### config.mk
export PLATFORM = sky130hd
export DESIGN_NAME = adc_channel_smoothing_scaler_flat
export DESIGN_NICKNAME = d
export VERILOG_FILES = /design/src/rtl/acsc_pkg.sv /design/src/rtl/acsc_stream_if.sv /design/src/rtl/acsc_acc_bank.sv /design/src/rtl/adc_channel_smoothing_scaler.sv /design/src/flat_wrapper.sv
export SDC_FILE = /design/constraint.sdc
export NUM_CORES = 2
export LEC_CHECK = 0
export BUFFER_PORTS_ARGS = -buffer_cell sky130_fd_sc_hd__buf_4
export CORE_MARGIN = 4
export CORE_UTILIZATION = 33
export CTS_CLUSTER_DIAMETER = 50
export CTS_CLUSTER_SIZE = 20
export DETAILED_ROUTE_END_ITERATION = 6
export GPL_TIMING_DRIVEN = 0
export PLACE_DENSITY_LB_ADDON = 0.1
export SETUP_SLACK_MARGIN = 0.2
export SLEW_MARGIN = 25
export SYNTH_ARGS = -nofsm -noshare
export SYNTH_HDL_FRONTEND = slang
export SYNTH_SLANG_ARGS = --single-unit
export TNS_END_PERCENT = 100
### constraint.sdc
create_clock -name clk -period 10.98 [get_ports clk]
set_clock_uncertainty 0.2 [all_clocks]
set_input_delay 2.196 -clock clk [delete_from_list [all_inputs] [get_ports clk]]
set_output_delay 2.196 -clock clk [all_outputs]
set_load 0.02 [all_outputs]
### src/rtl/acsc_pkg.sv
package acsc_pkg;

  // Field widths
  localparam int CH_W       = 3;
  localparam int SAMPLE_W   = 12;
  localparam int ACC_W      = 16;
  localparam int SCALED_W   = 16;
  localparam int VGAIN_W    = 13;
  localparam int CGAIN_W    = 8;
  localparam int OFFSET_W   = 12;
  localparam int CFG_IDX_W  = 3;
  localparam int CFG_DATA_W = 13;

  // Parameter defaults
  localparam int CHANNELS_DEF        = 8;
  localparam int FILTER_ORDER_DEF    = 4;
  localparam int PRECISION_SHIFT_DEF = 2;

  // Configuration register indexes
  localparam logic [CFG_IDX_W-1:0] CFG_ARRAY_CH    = 3'd0;
  localparam logic [CFG_IDX_W-1:0] CFG_BATT_CH     = 3'd1;
  localparam logic [CFG_IDX_W-1:0] CFG_CURR_CH     = 3'd2;
  localparam logic [CFG_IDX_W-1:0] CFG_ARRAY_GAIN  = 3'd3;
  localparam logic [CFG_IDX_W-1:0] CFG_BATT_GAIN   = 3'd4;
  localparam logic [CFG_IDX_W-1:0] CFG_CURR_GAIN   = 3'd5;
  localparam logic [CFG_IDX_W-1:0] CFG_CURR_OFFSET = 3'd6;

  // Configuration reset values
  localparam logic [CH_W-1:0]     RST_ARRAY_CH    = 3'd0;
  localparam logic [CH_W-1:0]     RST_BATT_CH     = 3'd1;
  localparam logic [CH_W-1:0]     RST_CURR_CH     = 3'd2;
  localparam logic [VGAIN_W-1:0]  RST_ARRAY_GAIN  = 13'd4400;
  localparam logic [VGAIN_W-1:0]  RST_BATT_GAIN   = 13'd1888;
  localparam logic [CGAIN_W-1:0]  RST_CURR_GAIN   = 8'd40;
  localparam logic [OFFSET_W-1:0] RST_CURR_OFFSET = 12'h170;

  // Channel scaling kinds
  localparam logic [1:0] KIND_NONE  = 2'd0;
  localparam logic [1:0] KIND_ARRAY = 2'd1;
  localparam logic [1:0] KIND_BATT  = 2'd2;
  localparam logic [1:0] KIND_CURR  = 2'd3;

  // Scaling product and reciprocal division constants.
  // floor(x/D) = (x*M) >> K is exact for x < 2**PROD_W with K = PROD_W + clog2(D).
  localparam int PROD_W   = ACC_W + VGAIN_W;
  localparam int VOLT_DIV = 1000;
  localparam int CURR_DIV = 100;
  localparam int VOLT_SH  = PROD_W + $clog2(VOLT_DIV);
  localparam int CURR_SH  = PROD_W + $clog2(CURR_DIV);
  localparam int RECIP_W  = 30;
  localparam logic [63:0] VOLT_RECIP64 =
    ((64'd1 << VOLT_SH) + 64'(VOLT_DIV) - 64'd1) / 64'(VOLT_DIV);
  localparam logic [63:0] CURR_RECIP64 =
    ((64'd1 << CURR_SH) + 64'(CURR_DIV) - 64'd1) / 64'(CURR_DIV);
  localparam logic [RECIP_W-1:0] VOLT_RECIP = VOLT_RECIP64[RECIP_W-1:0];
  localparam logic [RECIP_W-1:0] CURR_RECIP = CURR_RECIP64[RECIP_W-1:0];
  localparam int RPROD_W = PROD_W + RECIP_W;

  localparam logic [SCALED_W-1:0] SAT_MAX = '1;

  // Accumulator bank request and response
  typedef struct packed {
    logic                we;
    logic [CH_W-1:0]     channel;
    logic [SAMPLE_W-1:0] sample;
  } acc_req_t;

  typedef struct packed {
    logic             in_range;
    logic [ACC_W-1:0] acc;
  } acc_rsp_t;

endpackage

### src/rtl/acsc_stream_if.sv
interface acsc_in_if;
  logic                          valid;
  logic                          ready;
  logic [acsc_pkg::CH_W-1:0]     channel;
  logic [acsc_pkg::SAMPLE_W-1:0] sample;

  modport source (output valid, output channel, output sample, input ready);
  modport sink (input valid, input channel, input sample, output ready);
endinterface

interface acsc_out_if;
  logic                          valid;
  logic                          ready;
  logic [acsc_pkg::CH_W-1:0]     channel_out;
  logic [acsc_pkg::ACC_W-1:0]    filtered;
  logic [acsc_pkg::SCALED_W-1:0] scaled;
  logic                          scaled_valid;

  modport source (output valid, output channel_out, output filtered, output scaled,
                  output scaled_valid, input ready);
  modport sink (input valid, input channel_out, input filtered, input scaled,
                input scaled_valid, output ready);
endinterface

### src/rtl/acsc_acc_bank.sv
module acsc_acc_bank #(
  parameter int CHANNELS        = acsc_pkg::CHANNELS_DEF,
  parameter int FILTER_ORDER    = acsc_pkg::FILTER_ORDER_DEF,
  parameter int PRECISION_SHIFT = acsc_pkg::PRECISION_SHIFT_DEF
) (
  input  logic               clk,
  input  logic               rst_n,
  input  acsc_pkg::acc_req_t req,
  output acsc_pkg::acc_rsp_t rsp
);

  localparam int ACC_W  = acsc_pkg::ACC_W;
  localparam int EXT_W  = ACC_W + 1;
  localparam int IDXW   = (CHANNELS > 1) ? $clog2(CHANNELS) : 1;
  localparam int WW     = (IDXW > acsc_pkg::CH_W) ? IDXW : acsc_pkg::CH_W;
  // floor(x/N) = (x*M) >> K, exact for x < 2**EXT_W
  localparam int LOG_N  = $clog2(FILTER_ORDER);
  localparam int DIV_SH = EXT_W + LOG_N;
  localparam int DIV_MW = DIV_SH + 1 - LOG_N;
  localparam int DIV_PW = EXT_W + DIV_MW;
  localparam logic [63:0] DIV_M64 =
    ((64'd1 << DIV_SH) + 64'(FILTER_ORDER) - 64'd1) / 64'(FILTER_ORDER);
  localparam logic [DIV_MW-1:0] DIV_M = DIV_M64[DIV_MW-1:0];

  logic [ACC_W-1:0]  acc_r [CHANNELS];
  logic [WW-1:0]     ch_w;
  logic [IDXW-1:0]   idx;
  logic              in_range;
  logic [ACC_W-1:0]  acc_rd;
  logic [EXT_W-1:0]  acc_up;
  logic [EXT_W-1:0]  smp_ext;
  logic [DIV_PW-1:0] prod_up;
  logic [DIV_PW-1:0] prod_smp;
  logic [EXT_W-1:0]  ceil_q;
  logic [EXT_W-1:0]  smp_q;
  logic [EXT_W-1:0]  sum;
  logic [ACC_W-1:0]  acc_new;

  assign ch_w     = WW'(req.channel);
  assign idx      = ch_w[IDXW-1:0];
  assign in_range = (32'(req.channel) < 32'(CHANNELS));
  assign acc_rd   = in_range ? acc_r[idx] : '0;

  // acc*(N-1)/N floored equals acc - ceil(acc/N)
  assign acc_up   = {1'b0, acc_rd} + EXT_W'(FILTER_ORDER - 1);
  assign smp_ext  = EXT_W'(req.sample) << PRECISION_SHIFT;
  assign prod_up  = DIV_PW'(acc_up) * DIV_PW'(DIV_M);
  assign prod_smp = DIV_PW'(smp_ext) * DIV_PW'(DIV_M);
  assign ceil_q   = EXT_W'(prod_up >> DIV_SH);
  assign smp_q    = EXT_W'(prod_smp >> DIV_SH);
  assign sum      = {1'b0, acc_rd} - ceil_q + smp_q;
  assign acc_new  = sum[ACC_W] ? '1 : sum[ACC_W-1:0];

  assign rsp.in_range = in_range;
  assign rsp.acc      = in_range ? acc_new : '0;

  always_ff @(posedge clk) begin
    if (!rst_n) begin
      for (int i = 0; i < CHANNELS; i++) begin
        acc_r[i] <= '0;
      end
    end else begin
      for (int i = 0; i < CHANNELS; i++) begin
        if (req.we && in_range && (idx == IDXW'(i))) begin
          acc_r[i] <= acc_new;
        end
      end
    end
  end

endmodule

### src/rtl/adc_channel_smoothing_scaler.sv
// Result path: input register (stage 1), stage 2, stage 3, then the output register.
// Throughput: one item per cycle unless stalled; the per-channel accumulator update
//   closes in the first stage, so items on the same channel may follow back to back.
// Reset (rst_n, synchronous, active low): all accumulators cleared at once, config
//   registers return to their defaults, the pipeline empties. No clearing pass.
module adc_channel_smoothing_scaler #(
  parameter int CHANNELS        = acsc_pkg::CHANNELS_DEF,
  parameter int FILTER_ORDER    = acsc_pkg::FILTER_ORDER_DEF,
  parameter int PRECISION_SHIFT = acsc_pkg::PRECISION_SHIFT_DEF
) (
  input  logic                            clk,
  input  logic                            rst_n,
  acsc_in_if.sink                         in_if,
  acsc_out_if.source                      out_if,
  input  logic                            cfg_we,
  input  logic [acsc_pkg::CFG_IDX_W-1:0]  cfg_index,
  input  logic [acsc_pkg::CFG_DATA_W-1:0] cfg_wdata
);

  localparam int CH_W     = acsc_pkg::CH_W;
  localparam int ACC_W    = acsc_pkg::ACC_W;
  localparam int SAMPLE_W = acsc_pkg::SAMPLE_W;
  localparam int PROD_W   = acsc_pkg::PROD_W;
  localparam int RPROD_W  = acsc_pkg::RPROD_W;
  localparam int VGAIN_W  = acsc_pkg::VGAIN_W;

  // ---------------------------------------------------------------------------
  // Configuration registers, unguarded; user writes only while the pipeline is idle
  // ---------------------------------------------------------------------------
  logic [CH_W-1:0]               cfg_array_ch_r;
  logic [CH_W-1:0]               cfg_batt_ch_r;
  logic [CH_W-1:0]               cfg_curr_ch_r;
  logic [VGAIN_W-1:0]            cfg_array_gain_r;
  logic [VGAIN_W-1:0]            cfg_batt_gain_r;
  logic [acsc_pkg::CGAIN_W-1:0]  cfg_curr_gain_r;
  logic [acsc_pkg::OFFSET_W-1:0] cfg_curr_offset_r;

  always_ff @(posedge clk) begin
    if (!rst_n) begin
      cfg_array_ch_r    <= acsc_pkg::RST_ARRAY_CH;
      cfg_batt_ch_r     <= acsc_pkg::RST_BATT_CH;
      cfg_curr_ch_r     <= acsc_pkg::RST_CURR_CH;
      cfg_array_gain_r  <= acsc_pkg::RST_ARRAY_GAIN;
      cfg_batt_gain_r   <= acsc_pkg::RST_BATT_GAIN;
      cfg_curr_gain_r   <= acsc_pkg::RST_CURR_GAIN;
      cfg_curr_offset_r <= acsc_pkg::RST_CURR_OFFSET;
    end else if (cfg_we) begin
      case (cfg_index)
        acsc_pkg::CFG_ARRAY_CH:    cfg_array_ch_r    <= cfg_wdata[CH_W-1:0];
        acsc_pkg::CFG_BATT_CH:     cfg_batt_ch_r     <= cfg_wdata[CH_W-1:0];
        acsc_pkg::CFG_CURR_CH:     cfg_curr_ch_r     <= cfg_wdata[CH_W-1:0];
        acsc_pkg::CFG_ARRAY_GAIN:  cfg_array_gain_r  <= cfg_wdata[VGAIN_W-1:0];
        acsc_pkg::CFG_BATT_GAIN:   cfg_batt_gain_r   <= cfg_wdata[VGAIN_W-1:0];
        acsc_pkg::CFG_CURR_GAIN:   cfg_curr_gain_r   <= cfg_wdata[acsc_pkg::CGAIN_W-1:0];
        acsc_pkg::CFG_CURR_OFFSET: cfg_curr_offset_r <= cfg_wdata[acsc_pkg::OFFSET_W-1:0];
        default: ; // drop writes past the last register
      endcase
    end
  end

  // ---------------------------------------------------------------------------
  // Pipeline flow control: each stage advances when the next one is empty or
  // moving. Ready runs back combinationally from the output register.
  // ---------------------------------------------------------------------------
  logic s1_v_r, s2_v_r, s3_v_r, out_v_r;
  logic s1_v_nxt, s2_v_nxt, s3_v_nxt, out_v_nxt;
  logic s1_adv, s2_adv, s3_adv;
  logic in_xfer;

  assign s3_adv  = s3_v_r && (!out_v_r || out_if.ready);
  assign s2_adv  = s2_v_r && (!s3_v_r || s3_adv);
  assign s1_adv  = s1_v_r && (!s2_v_r || s2_adv);
  assign in_if.ready = !s1_v_r || s1_adv;
  assign in_xfer = in_if.valid && in_if.ready;

  always_comb begin
    s1_v_nxt  = in_xfer ? 1'b1 : (s1_adv ? 1'b0 : s1_v_r);
    s2_v_nxt  = s1_adv  ? 1'b1 : (s2_adv ? 1'b0 : s2_v_r);
    s3_v_nxt  = s2_adv  ? 1'b1 : (s3_adv ? 1'b0 : s3_v_r);
    out_v_nxt = s3_adv  ? 1'b1 : (out_if.ready ? 1'b0 : out_v_r);
  end

  always_ff @(posedge clk) begin
    if (!rst_n) begin
      s1_v_r  <= 1'b0;
      s2_v_r  <= 1'b0;
      s3_v_r  <= 1'b0;
      out_v_r <= 1'b0;
    end else begin
      s1_v_r  <= s1_v_nxt;
      s2_v_r  <= s2_v_nxt;
      s3_v_r  <= s3_v_nxt;
      out_v_r <= out_v_nxt;
    end
  end

  // ---------------------------------------------------------------------------
  // Stage 1: input register, accumulator read-modify-write, channel match
  // ---------------------------------------------------------------------------
  logic [CH_W-1:0]     s1_ch_r;
  logic [SAMPLE_W-1:0] s1_sample_r;

  always_ff @(posedge clk) begin
    if (in_xfer) begin
      s1_ch_r     <= in_if.channel;
      s1_sample_r <= in_if.sample;
    end
  end

  acsc_pkg::acc_req_t acc_req;
  acsc_pkg::acc_rsp_t acc_rsp;

  // Commit the accumulator exactly when the item leaves stage 1
  assign acc_req.we      = s1_adv;
  assign acc_req.channel = s1_ch_r;
  assign acc_req.sample  = s1_sample_r;

  acsc_acc_bank #(
    .CHANNELS        (CHANNELS),
    .FILTER_ORDER    (FILTER_ORDER),
    .PRECISION_SHIFT (PRECISION_SHIFT)
  ) u_acc_bank (
    .clk   (clk),
    .rst_n (rst_n),
    .req   (acc_req),
    .rsp   (acc_rsp)
  );

  // Array voltage wins over battery voltage, which wins over battery current
  logic [1:0] s1_kind;
  always_comb begin
    if (!acc_rsp.in_range) begin
      s1_kind = acsc_pkg::KIND_NONE;
    end else if (s1_ch_r == cfg_array_ch_r) begin
      s1_kind = acsc_pkg::KIND_ARRAY;
    end else if (s1_ch_r == cfg_batt_ch_r) begin
      s1_kind = acsc_pkg::KIND_BATT;
    end else if (s1_ch_r == cfg_curr_ch_r) begin
      s1_kind = acsc_pkg::KIND_CURR;
    end else begin
      s1_kind = acsc_pkg::KIND_NONE;
    end
  end

  // ---------------------------------------------------------------------------
  // Stage 2: select operand and gain, multiply
  // ---------------------------------------------------------------------------
  logic [CH_W-1:0]  s2_ch_r;
  logic [ACC_W-1:0] s2_filt_r;
  logic [1:0]       s2_kind_r;

  always_ff @(posedge clk) begin
    if (s1_adv) begin
      s2_ch_r   <= s1_ch_r;
      s2_filt_r <= acc_rsp.acc;
      s2_kind_r <= s1_kind;
    end
  end

  logic [ACC_W-1:0]   s2_v;
  logic [ACC_W-1:0]   s2_op;
  logic [VGAIN_W-1:0] s2_gain;
  logic [PROD_W-1:0]  s2_prod;

  assign s2_v = s2_filt_r >> PRECISION_SHIFT;

  always_comb begin
    case (s2_kind_r)
      acsc_pkg::KIND_ARRAY: begin
        s2_op   = s2_v;
        s2_gain = cfg_array_gain_r;
      end
      acsc_pkg::KIND_BATT: begin
        s2_op   = s2_v;
        s2_gain = cfg_batt_gain_r;
      end
      acsc_pkg::KIND_CURR: begin
        // Readings at or below the zero-current point clamp to zero
        s2_op   = (s2_v > ACC_W'(cfg_curr_offset_r)) ?
                  (s2_v - ACC_W'(cfg_curr_offset_r)) : '0;
        s2_gain = VGAIN_W'(cfg_curr_gain_r);
      end
      default: begin
        s2_op   = '0;
        s2_gain = '0;
      end
    endcase
  end

  assign s2_prod = PROD_W'(s2_op) * PROD_W'(s2_gain);

  // ---------------------------------------------------------------------------
  // Stage 3: divide by 1000 or 100 through a reciprocal, saturate
  // ---------------------------------------------------------------------------
  logic [CH_W-1:0]   s3_ch_r;
  logic [ACC_W-1:0]  s3_filt_r;
  logic [1:0]        s3_kind_r;
  logic [PROD_W-1:0] s3_prod_r;

  always_ff @(posedge clk) begin
    if (s2_adv) begin
      s3_ch_r   <= s2_ch_r;
      s3_filt_r <= s2_filt_r;
      s3_kind_r <= s2_kind_r;
      s3_prod_r <= s2_prod;
    end
  end

  logic [RPROD_W-1:0]             s3_vprod;
  logic [RPROD_W-1:0]             s3_cprod;
  logic [PROD_W-1:0]              s3_quot;
  logic [acsc_pkg::SCALED_W-1:0]  s3_scaled;

  assign s3_vprod = RPROD_W'(s3_prod_r) * RPROD_W'(acsc_pkg::VOLT_RECIP);
  assign s3_cprod = RPROD_W'(s3_prod_r) * RPROD_W'(acsc_pkg::CURR_RECIP);

  always_comb begin
    case (s3_kind_r)
      acsc_pkg::KIND_ARRAY, acsc_pkg::KIND_BATT:
        s3_quot = PROD_W'(s3_vprod >> acsc_pkg::VOLT_SH);
      acsc_pkg::KIND_CURR:
        s3_quot = PROD_W'(s3_cprod >> acsc_pkg::CURR_SH);
      default:
        s3_quot = '0;
    endcase
    s3_scaled = (s3_quot > PROD_W'(acsc_pkg::SAT_MAX)) ?
                acsc_pkg::SAT_MAX : s3_quot[acsc_pkg::SCALED_W-1:0];
  end

  // ---------------------------------------------------------------------------
  // Output register: hold while the sink stalls
  // ---------------------------------------------------------------------------
  logic [CH_W-1:0]               out_ch_r;
  logic [ACC_W-1:0]              out_filt_r;
  logic [acsc_pkg::SCALED_W-1:0] out_scaled_r;
  logic                          out_svalid_r;

  always_ff @(posedge clk) begin
    if (s3_adv) begin
      out_ch_r     <= s3_ch_r;
      out_filt_r   <= s3_filt_r;
      out_scaled_r <= s3_scaled;
      out_svalid_r <= (s3_kind_r != acsc_pkg::KIND_NONE);
    end
  end

  assign out_if.valid        = out_v_r;
  assign out_if.channel_out  = out_ch_r;
  assign out_if.filtered     = out_filt_r;
  assign out_if.scaled       = out_scaled_r;
  assign out_if.scaled_valid = out_svalid_r;

endmodule

### src/flat_wrapper.sv
// flat-port wrapper written by rule: the top's interface ports become plain ports
module adc_channel_smoothing_scaler_flat 
#(
  parameter int CHANNELS        = acsc_pkg::CHANNELS_DEF,
  parameter int FILTER_ORDER    = acsc_pkg::FILTER_ORDER_DEF,
  parameter int PRECISION_SHIFT = acsc_pkg::PRECISION_SHIFT_DEF
)
  (clk, rst_n, cfg_we, cfg_index, cfg_wdata, in_if_valid, in_if_channel, in_if_sample, in_if_ready, out_if_valid, out_if_channel_out, out_if_filtered, out_if_scaled, out_if_scaled_valid, out_if_ready);
  acsc_in_if in_if_i ();
  acsc_out_if out_if_i ();
  input  logic clk;
  input  logic rst_n;
  input  logic cfg_we;
  input  logic [acsc_pkg::CFG_IDX_W-1:0] cfg_index;
  input  logic [acsc_pkg::CFG_DATA_W-1:0] cfg_wdata;
  input wire logic [$bits(in_if_i.valid)-1:0] in_if_valid;
  input wire logic [$bits(in_if_i.channel)-1:0] in_if_channel;
  input wire logic [$bits(in_if_i.sample)-1:0] in_if_sample;
  output wire logic [$bits(in_if_i.ready)-1:0] in_if_ready;
  output wire logic [$bits(out_if_i.valid)-1:0] out_if_valid;
  output wire logic [$bits(out_if_i.channel_out)-1:0] out_if_channel_out;
  output wire logic [$bits(out_if_i.filtered)-1:0] out_if_filtered;
  output wire logic [$bits(out_if_i.scaled)-1:0] out_if_scaled;
  output wire logic [$bits(out_if_i.scaled_valid)-1:0] out_if_scaled_valid;
  input wire logic [$bits(out_if_i.ready)-1:0] out_if_ready;
  assign in_if_i.valid = in_if_valid;
  assign in_if_i.channel = in_if_channel;
  assign in_if_i.sample = in_if_sample;
  assign in_if_ready = in_if_i.ready;
  assign out_if_valid = out_if_i.valid;
  assign out_if_channel_out = out_if_i.channel_out;
  assign out_if_filtered = out_if_i.filtered;
  assign out_if_scaled = out_if_i.scaled;
  assign out_if_scaled_valid = out_if_i.scaled_valid;
  assign out_if_i.ready = out_if_ready;
  adc_channel_smoothing_scaler #(.CHANNELS(CHANNELS), .FILTER_ORDER(FILTER_ORDER), .PRECISION_SHIFT(PRECISION_SHIFT)) u_core (.clk(clk), .rst_n(rst_n), .in_if(in_if_i), .out_if(out_if_i), .cfg_we(cfg_we), .cfg_index(cfg_index), .cfg_wdata(cfg_wdata));
endmodule
Yosys cells after proc, flatten, opt, wreduce, memory -nomap -nowiden
Memory sizes are Yosys's and may differ from the RTL's. A register that Yosys moved wholly into a read port is not among the register bits.
Index checks and enable logic that the tools add are counted.
{ "totals": {"input_bits": 36, "regBits": 181, "mem_count": 1, "ram_bits": 128, "wordCells": 149} }
{ "op_classes": {"multipliers": 3, "n_lt_le_gt_ge": 2, "bitwise": 8, "n_reduce_logical": 36, "n_mux": 49, "eq_ne": 22, "n_addsub": 4} }
{ "mem_list": {"columns": ["memory", "words", "word_bits", "read_ports", "rd_clocked_by_memory_dff", "write_ports", "line", "rtl"], "rows": [
  ["u_core.u_acc_bank.acc_r", 8, 16, 1, 1, 8, "acsc_acc_bank.sv:25", "logic [ACC_W-1:0] acc_r [CHANNELS];"]
]} }
{ "op_table": {"columns": ["op", "n"], "rows": [
  ["$mux 16", 10],
  ["$mul 29x29->58 const B", 1],
  ["$mul 29x26->55 const B", 1],
  ["$pmux 23 s2", 1],
  ["$pmux 13 s3", 1],
  ["$mux 1", 33],
  ["$pmux 16 s2", 1],
  ["$mul 16x13->29", 1],
  ["$gt 23x16->1 const B", 1],
  ["$eq 3x3->1 const B", 7],
  ["$add 16x2->17 const B", 1],
  ["$add 17x12->17", 1],
  ["$sub 16x15->17", 1],
  ["$sub 14x12->15", 1],
  ["$gt 14x12->1", 1],
  ["$reduce_and 2->1", 7],
  ["$eq 3x2->1 const B", 4],
  ["$logic_and 1x1->1", 12],
  ["$reduce_bool 2->1", 5],
  ["$eq 3x3->1", 3],
  ["$eq 2x2->1 const B", 4],
  ["$or 1x1->1", 8],
  ["$eq 3x1->1 const B", 2],
  ["$logic_not 3->1", 2],
  ["6 further kinds", 15]
]} }

Logic depth before layout (Yosys ltp)
{ "depth": {"depth_word": 12, "ltp_mapped": 34, "depth_no_buf": 34} }

By module
A second synthesis with hierarchy kept.
{ "hier_totals": {"hier_cells": 4728, "hier_area_um2": 46962.5} }
{ "by_module_without_submodules": {"columns": ["module", "instances", "cells_each", "area_per_inst_um2", "seq_area_each_um2"], "rows": [
  ["adc_channel_smoothing_scaler", 1, 4128, 39748.1, 4844.6],
  ["acsc_acc_bank", 1, 600, 7214.4, 3843.7]
]} }

Least setup slack after synthesis
OpenSTA, ideal clock, no wires.
{ "synth_path": {"path_kind": "register to register", "startpoint": "reg u_core.s2_filt_r[3]", "endpoint": "reg u_core.s3_prod_r[27] (data pin)", "required_ns": 10.515, "setup_slack_ns": 2.642, "stages_incl_launch_ff": 32, "arrival_time_ns": 7.873, "setup_time_ns": 0.265, "path_cell_list": "edfxtp_1 -> ha_1 -> nor2b_1 -> o21ai_0 -> a21boi_0 -> o21ai_0 -> a21boi_0 -> o21a_1 -> o311a_1 -> o211ai_1 -> clkbuf_1 -> a21boi_0 -> o21ai_0 -> fa_1 -> inv_1 -> fa_1 -> fa_1 -> inv_1 -> fa_1 -> fa_1 -> inv_1 -> ha_1 -> o21a_1 -> and3_1 -> a22o_1 -> a211oi_1 -> nor2_1 -> o41ai_1 -> o21ai_0 -> o41ai_1 -> o21ai_0 -> xor2_1"} }
{ "synth_between": {"elab_chain_cells": 4} }
{ "synth_lines": {"columns": ["item", "line", "rtl"], "rows": [
  ["from (decl)", "adc_channel_smoothing_scaler.sv:149", "logic [ACC_W-1:0] s2_filt_r;"],
  ["from (signal assigned)", "adc_channel_smoothing_scaler.sv:155", "s2_filt_r <= acc_rsp.acc;"],
  ["$sub 14x12->15 or $gt 14x12->1 (tied branches)", "adc_channel_smoothing_scaler.sv:180, adc_channel_smoothing_scaler.sv:179", null],
  ["$mux 16", "adc_channel_smoothing_scaler.sv:179", "s2_op = (s2_v > ACC_W'(cfg_curr_offset_r)) ?"],
  ["$pmux 16 s2 (*)", "adc_channel_smoothing_scaler.sv:168", "case (s2_kind_r)"],
  ["$mul 16x13->29 (*)", "adc_channel_smoothing_scaler.sv:190", "assign s2_prod = PROD_W'(s2_op) * PROD_W'(s2_gain);"],
  ["named net u_core.s2_prod[27]", "adc_channel_smoothing_scaler.sv:163", "logic [PROD_W-1:0] s2_prod;"],
  ["to (signal assigned)", "adc_channel_smoothing_scaler.sv:205", "s3_prod_r <= s2_prod;"],
  ["to (decl)", "adc_channel_smoothing_scaler.sv:198", "logic [PROD_W-1:0] s3_prod_r;"]
]} }
The timed path passes the listed nets; every way through them passes the cells marked *.
A chain may end at the register's enable or synchronous reset.

Final worst setup path
{ "layout_path": {"startpoint": "reg u_core.s2_filt_r[4]", "endpoint": "reg u_core.s3_prod_r[27] (data pin)"} }
The elaborated chain is that of the path after synthesis.

==> summary.txt <==
Timing
  • Final slew viol count: 0
  • Fin. Hold Viols: 0
  • Total negative setup slack: 0 ns
  • Final Critical Period: 10.02 ns
  • Fmax: 0.0998 GHz
  • Period utilization: 91.3%
  • Slew @ Worst Pin: 1.10 ns
  • # setup viols final: 0
  • Max transition margin: 25.8%
  • RSZ-0062 raised after global routing: no

Global routing
  • Largest net degree at the start of global routing: 26
  • Vias in the first global route: 34300
  • GRT overflow: 0
  • First-pass GRT wire length: 222000 um
  • GRT Overall Usage: 20.1%
  • Initial antenna violation count: 0

Finish
  • # nets final: 6221
  • Layout cell share with drive strength beyond 1: 6.35%
  • Area grow syn2layout: 10.5%
  • Diodes inserted: 0

Flow run
  • Max Cap Violations: 0

Die
  • Row count: 137
  • IO Pins: 74
  • CORE AREA: 140000 sq um
  • Die ar.: 147000 sq um
  • Die Wd: 383 um
  • Initial core utilization: 33.3%
  • Die H: 383 um

Clocking
  • CTS H-tree lvls: 1
  • Clock transition at the registers of the reported paths: 0.08 ns
  • Sink Count: 312
  • CTS buffer count: 30
  • CTS tree: yes
  • Clk_lat worst skew: 0.63 ns
  • Post-CTS setup buffers: 0
  • Bufs on Longest Clock Path: 3
  • Clock root buffer: clkbuf_16

Setup path
  • Reg2Reg Depth: 30
  • Crit start category: flip-flop
  • Max incr delay on CP: 0.65 ns
  • CP delay by family, top: compound AO/OA/AOI/OAI gates
  • RR Endpoint: u_core.s3_prod_r[27]
  • Flop-to-flop setup slack: 0.96 ns
  • Slowest CP cell: a21boi_1
  • Worst endpoint required time: 11.14 ns
  • Worst Path Max Fanout: 10
  • Worst Setup SP: u_core.s2_filt_r[4]
  • CP bufs+invs: 4
  • Crit Path Class: flip-flop to flip-flop
  • CP endpoint kind: flip-flop
  • WP data arrival: 10.18 ns
  • R2R Path Start: u_core.s2_filt_r[4]

Yosys
  • Mapped cell area: 46500 sq um
  • Largest area contributor in the synthesized netlist: fa_1
  • Syn nets: 6064
  • Synth Flop Type: edfxtp_1
  • Post-synthesis sequential area ratio: 18.8%
  • Synth warn: 0
  • Top cells by area, synth: fa_1 30%, ha_1 20%, edfxtp_1 16%
  • Synth top area share: 30.1%
  • Synth Instances: 4592
  • Syn_area_per_cell: 10.1 sq um
  • Asr flop ratio synth: 0%
  • Most frequent cell after synthesis: inv_1
  • Post-synth EDFFs: 250
  • Netlist cell types: 84
  • Synth top cells by count: 1158 x inv_1, 738 x ha_1, 698 x fa_1, 250 x edfxtp_1, 245 x nand2_1
  • Seq cells post-synth: 312

Route
  • Number of routed nets with antenna violations: 0
  • WL per Instance: 22.0 um
  • DRC Markers: 0
  • Final wirelength: 146000 um
  • Number of iterations in the first detailed-routing pass: 5
  • Vias per cell: 4.85
  • Initial DRC Count: 1769
  • Total number of vias: 32200

Placement
  • # port buffers: 73
  • Gpl congestion: 0.896
  • Detailed placement HPWL: 126000 um

Worst hold path
  • Hold Path Class: flip-flop to flip-flop
  • Worst hold path endpoint: u_core.out_if.filtered[13]
  • Worst hold path depth: 0
  • HP Start: u_core.s3_filt_r[13]

Status
  • Status: complete, no violations
[sequential cells by signal, summed over array words and instances (netlist names), 2 cells and up, named ones only]
name / count
u_core.cfg_batt_gain_r: 13
u_core.out_if.scaled: 16
u_core.cfg_curr_ch_r: 3
u_core.u_acc_bank.acc_r: 128
u_core.s3_prod_r: 29
u_core.s2_ch_r: 3
u_core.s2_filt_r: 16
u_core.cfg_array_ch_r: 3
u_core.cfg_array_gain_r: 13
u_core.out_if.filtered: 16
u_core.s2_kind_r: 2
u_core.cfg_batt_ch_r: 3
u_core.s3_kind_r: 2
u_core.s1_ch_r: 3
u_core.cfg_curr_gain_r: 8
u_core.out_if.channel_out: 3
u_core.s3_ch_r: 3
u_core.s1_sample_r: 12
u_core.s3_filt_r: 16
u_core.cfg_curr_offset_r: 12
[worst reg2reg max path, delay by kind of cell, from the launching register on]
family,cells,cell delay (ns)
compound gates,16,4.66
fa+ha+maj,7,3.39
flops,1,0.60
buf+inv,4,0.43
simple gates,2,0.31
xor+xnor,1,0.18
[metal layers]
layer  vias to the layer above  share of wire (%)  track usage (%)
met5                         -                  0                0
met4                         0                2.0             3.91
met3                       100                3.4             1.62
met2                       543                 48             34.5
met1                     16300                 46             27.9
li1                      15300                  -                -
[worst max-delay path by stage]
stage	cells past startpoint	end
2_1_floorplan	31	u_core.s3_prod_r[27]
3_3_place_gp	30	u_core.s3_prod_r[27]
3_5_place_dp	30	u_core.s3_prod_r[27]
4_1_cts	30	u_core.s3_prod_r[27]
5_1_grt	31	u_core.s3_prod_r[27]
6_report	30	u_core.s3_prod_r[27]
[kinds of logic (layout without fill, tap and decap cells)]
family | count (synthesis) | in the layout | synth area share [%]
fa+ha+maj | 1436 | 1436 | 49.9
buf+inv | 1257 | 1438 | 10.2
simple gates | 769 | 769 | 7.90
compound gates | 659 | 659 | 9.05
flops | 312 | 312 | 18.8
xor+xnor | 94 | 94 | 1.77
mux | 65 | 65 | 2.30
[timing repair]
item                       4_1_cts  5_1_grt
gates resized for setup          0        2
hold buffers                     0        0
setup endpoints to repair        0        1
[layout make-up]
class,count,area [sq um]
Buffer,99,405
Clock buffer,33,772
Clock inverter,23,295
Fill cell,14200,88300
Inverter,1158,4350
Multi-Input combinational cell,3023,33100
Sequential cell,312,8750
Tap cell,1876,2350
Timing Repair Buffer,125,1320
[cells in the final DEF (no fill, tap or decap), types with 8 or more instances in the layout]
| cell type | count |
|---|---|
| fa_1 | 698 |
| nor2_1 | 202 |
| o22ai_1 | 8 |
| mux2_2 | 14 |
| nor4_2 | 10 |
| buf_4 | 74 |
| o21a_1 | 13 |
| o2111ai_1 | 8 |
| mux4_2 | 32 |
| a21o_1 | 44 |
| and3_1 | 13 |
| o21ai_0 | 158 |
| dfxtp_1 | 62 |
| a31oi_1 | 22 |
| and2_1 | 18 |
| xnor2_1 | 68 |
| nand2b_1 | 22 |
| buf_2 | 19 |
| xor2_1 | 26 |
| inv_1 | 1157 |
| a22oi_1 | 18 |
| o21bai_1 | 13 |
| a21boi_0 | 44 |
| ha_1 | 738 |
| nand4_1 | 34 |
| a211oi_1 | 21 |
| clkbuf_16 | 30 |
| nor2b_1 | 42 |
| a21oi_1 | 198 |
| o211ai_1 | 22 |
| nand3_1 | 75 |
| nand2_1 | 245 |
| clkbuf_1 | 77 |
| buf_1 | 9 |
| mux2i_1 | 19 |
| nor3_1 | 50 |
| edfxtp_1 | 250 |
| or2_2 | 15 |
| buf_8 | 29 |
| or3_1 | 10 |
[through the flow]
stage / worst slack [ns] / cells / util [%] / cell area, sq um / hold WS, ns
global placement: 0.481 / 6541 / 35.3 / 49400 / 0.202
CTS: 0.429 / 6649 / 36.7 / 51300 / 0.220
detailed placement: 0.475 / 6593 / 36.0 / 50200 / 0.207
floorplan: 2.64 / 4592 / - / 46500 / 0.200
global route: 0.455 / 6649 / 36.8 / 51400 / 0.227
finish: 0.959 / 6649 / 36.8 / 51400 / 0.219
Power is not shown: default switching activity piles up to over one toggle a cycle in this logic, so the estimate is an artifact.
